==> src/rtl/core/assert_macros.svh <==
// ----------------------------------------------------------------------------
// assert_macros.svh
// assertion shorthands shared by the matcher rtl
// ----------------------------------------------------------------------------
`ifndef ASSERT_MACROS_SVH
`define ASSERT_MACROS_SVH

// property must hold at every clock edge outside reset
`define ACMC_CHECK(name, prop, msg) \
	name: assert property (@(posedge clk) disable iff (!arst_n) (prop)) \
		else $error(msg);

// consequent must hold in the same cycle as the antecedent
`define ACMC_IMPLY(name, ante, cons, msg) \
	name: assert property (@(posedge clk) disable iff (!arst_n) (ante) |-> (cons)) \
		else $error(msg);

`endif

==> src/rtl/core/acmc_pkg.sv <==
// ----------------------------------------------------------------------------
// acmc_pkg
// shared codes and types of the active match counter
// ----------------------------------------------------------------------------
package acmc_pkg;

	// item op codes
	localparam logic [2:0] OP_PCHAR   = 3'd0;
	localparam logic [2:0] OP_BUILD   = 3'd1;
	localparam logic [2:0] OP_ENABLE  = 3'd2;
	localparam logic [2:0] OP_DISABLE = 3'd3;
	localparam logic [2:0] OP_TEXT    = 3'd4;

	// result status codes
	localparam logic [1:0] ST_OK     = 2'd0;
	localparam logic [1:0] ST_FULL   = 2'd1;
	localparam logic [1:0] ST_BADID  = 2'd2;
	localparam logic [1:0] ST_ORDER  = 2'd3;

	// shared arithmetic unit modes
	typedef enum logic [1:0] {
		U_ADD,
		U_ADD_SAT,
		U_SUB_FLOOR
	} unit_op_t;

endpackage

==> src/rtl/core/acmc_unit.sv <==
// ----------------------------------------------------------------------------
// acmc_unit
// shared adder: plain add, saturating add, subtract floored at zero
// ----------------------------------------------------------------------------
module acmc_unit #(
	parameter int W        = 41,
	parameter int SAT_BITS = 40
) (
	input  acmc_pkg::unit_op_t mode,
	input  logic [W-1:0]       a,
	input  logic [W-1:0]       b,
	output logic [W-1:0]       y
);
	import acmc_pkg::*;

	localparam logic [W:0]   SAT_ONE = (W+1)'(1) << SAT_BITS;
	localparam logic [W-1:0] SAT_MAX = W'(SAT_ONE - (W+1)'(1));

	logic [W:0] sum;

	assign sum = {1'b0, a} + {1'b0, b};

	always_comb begin
		case (mode)
			U_ADD: begin
				y = sum[W-1:0];
			end
			U_ADD_SAT: begin
				// anything at or past the saturation bit clamps
				y = ((sum >> SAT_BITS) != '0) ? SAT_MAX : sum[W-1:0];
			end
			U_SUB_FLOOR: begin
				y = (a < b) ? '0 : a - b;
			end
			default: begin
				y = sum[W-1:0];
			end
		endcase
	end

endmodule

==> config.mk <==
export PLATFORM = sky130hd
export DESIGN_NAME = acmc_unit
export DESIGN_NICKNAME = d
export VERILOG_FILES = /design/src/rtl/core/assert_macros.svh /design/src/rtl/core/acmc_pkg.sv /design/src/rtl/core/acmc_unit.sv
export SDC_FILE = /design/constraint.sdc
export NUM_CORES = 1
export LEC_CHECK = 0
export BUFFER_PORTS_ARGS = -buffer_cell sky130_fd_sc_hd__buf_2
export CAP_MARGIN = 20
export CORE_ASPECT_RATIO = 1.4
export CORE_UTILIZATION = 50
export DETAILED_ROUTE_END_ITERATION = 12
export PLACE_DENSITY = 0.77
export REMOVE_ABC_BUFFERS = 1
export SLEW_MARGIN = 10
export SYNTH_ARGS = -nofsm -noshare
export SYNTH_HDL_FRONTEND = slang
export SYNTH_SLANG_ARGS = --single-unit
==> constraint.sdc <==
create_clock -name vclk -period 3.5
set_input_delay 0.35 -clock vclk [all_inputs]
set_output_delay 0.35 -clock vclk [all_outputs]
set_load 0.02 [all_outputs]
==> summary.txt <==
Post-synthesis cell type count: 76
Sequential cells: 0
Post-Synthesis Cell Area: 5640 um2
Sum of negative setup slack: -13.99 ns
Max-slew violations: 0
RD Place Congestion: 1.02
Min cycle time layout: 4.01 ns
Worst setup path category: input pin to output pin
Crit end category: output pin
Register area share after synthesis: 0%
# nets final: 1338
GRT overflow: 0
Die area: 11700 um2
Violated checks: negative setup slack
Max stage delay on crit path: 0.43 ns
Ports: 125
GRT Overall Usage: 39.0%
Antenna viol nets, final: 0
Post-Place Cells: 1292
First-pass GRT wire length: 37.2 mm
Final WS setup: -0.510 ns
Maximum number of pins on one net before global-route repair: 25
HP Start: b[0]
Cell Chain, Critical Path: buf_4, ha_1, or2_1, o211ai_1, a211oi_1, buf_4, o21ai_1, nand4_1, a41oi_2, mux2_4, buf_6, a21oi_2, o221ai_1, o31ai_1, buf_2
Number of global-route vias before repair: 8107
FMAX: 0.249 GHz
Most frequent cells in the layout: 223 x buf_4, 91 x a21oi_1, 79 x buf_2
Initial Util: 51.6%
Hold EP: y[0]
Final setup fails: 41
Detail Placement HPWL: 18.9 mm
MaxCap Viol Count: 0
Slew HR: 48.1%
Slowest CP cell: a41oi_2
Worst Path Required: 3.15 ns
RSZ-0062 raised after global routing: yes
P&R area growth vs syn: 63.5%
1st-iter DRT viols: 1229
Cell Count, Final, Fillers Out: 1309
PortBufs: 125
Routed WL: 29.3 mm
Commonest non-fill, non-tap cell in the layout: buf_4
Most used cell, CP: buf_4
Worst slew pin tran: 0.778 ns
Drt wl/cell: 22.4 um
FF/Latch Area: 0 um2
Pre-Repair DR Iteration Count: 10
Via density: 6.97
Die W: 91.8 um
Yosys warnings: 0
Detailed-route DRC error count: 0
Hold Path Depth: 4
Arr. time, crit path: 3.66 ns
Critical Path Start Type: input pin
Row cnt: 45
Initial antenna violation count: 2
Core Area: 10900 um2
Share of cells above drive strength 1: 44.9%
Critical Path Fanout Max: 7
Hold crit path type: input pin to output pin
Final hold violation count: 0
Clkbuf count: 0
Die height: 128 um
Cell family with most CP delay: compound AO/OA/AOI/OAI gates
Post-Syn Area per Cell: 6.46 um2
Gate Count Post-Synth: 873
Vias post-DR: 9122
Final Cycle Share: 115%
Final core utilization: 84.4%
CP bufs+invs: 4
Status: finished, violations left
-- cell families (layout without fill, tap and decap cells) --
group                    Yosys count  after routing  share of synthesized area, %
AO/OA/AOI/OAI                    363            363                          43.0
AND/OR/NAND/NOR                  243            243                          20.9
buffers and inverters            142            435                          10.6
adder cells (fa/ha/maj)           86             86                          19.3
XOR/XNOR                          37             37                          5.75
multiplexers                       2              2                         0.377
other                              0              2                             0
-- worst min-delay path: stages --
cell     delay (ns)
buf_8          0.09
ha_4           0.15
a21oi_4        0.07
buf_6          0.12
-- metal layers --
layer  vias to the layer above  track usage (%)  wire length (um)
li1                       3810                -                 -
met1                      4015             39.4              8990
met2                       892             72.7             13500
met3                       405             4.09              3270
met4                         0             30.5              3560
met5                         -                0                 0
-- layout make-up --
type                            instances  area, um2
Multi-Input combinational cell        731       6100
Timing Repair Buffer                  342       2580
Fill cell                             619       1700
Inverter                               93        357
Tap cell                              141        176
Antenna cell                            2       5.00
-- synthesized netlist by cell type, types with 5 or more instances --
library cell	number	area (um2)
a21oi_1	119	596
ha_1	84	1050
inv_1	84	315
nor2_1	82	308
nand2_1	58	218
xnor2_1	35	307
o21ai_1	28	140
a21o_1	25	188
buf_2	25	125
o21ai_0	25	125
o31ai_1	19	143
nand3_1	18	90.1
a221oi_1	15	131
clkbuf_1	15	56.3
nor3_1	15	75.1
a211oi_1	14	105
o21bai_1	13	97.6
nor2b_1	11	68.8
o211ai_1	11	82.6
o22ai_1	11	68.8
a31oi_1	9	56.3
nor4_1	9	56.3
inv_2	8	30.0
nand4_1	8	50.1
buf_4	7	52.6
nand2b_1	7	43.8
o21a_1	7	52.6
o221ai_1	7	61.3
or4_1	6	45.0
a2bb2oi_1	5	43.8
and3_1	5	31.3
-- worst max path at each step --
| stage | to | slack (ns) | depth (start not counted) | startpoint |
|---|---|---|---|---|
| detailed placement | y[0] | -0.26 | 15 | b[17] |
| CTS | y[38] | -0.05 | 14 | a[0] |
| global placement | y[0] | -0.26 | 15 | b[17] |
| global route | y[6] | -0.78 | 16 | b[6] |
| floorplan | y[0] | -0.17 | 12 | b[13] |
| finish | y[6] | -0.51 | 15 | a[1] |
-- stage by stage --
step                hold WS, ns  instance area (um2)  setup slack (ns)
global placement           1.22                 7760            -0.257
finish                     1.13                 9220            -0.510
global route               1.12                 9220            -0.775
detailed placement         1.22                 7760            -0.262
CTS                        1.14                 8240           -0.0538
floorplan                 0.932                 5390            -0.171
-- what timing repair did --
item                       CTS  global route
pin swaps                   33            46
setup buffers               11             6
setup endpoints to repair   41            41
gates cloned                 0             1
hold buffers                 0             0
resized for setup           80           195
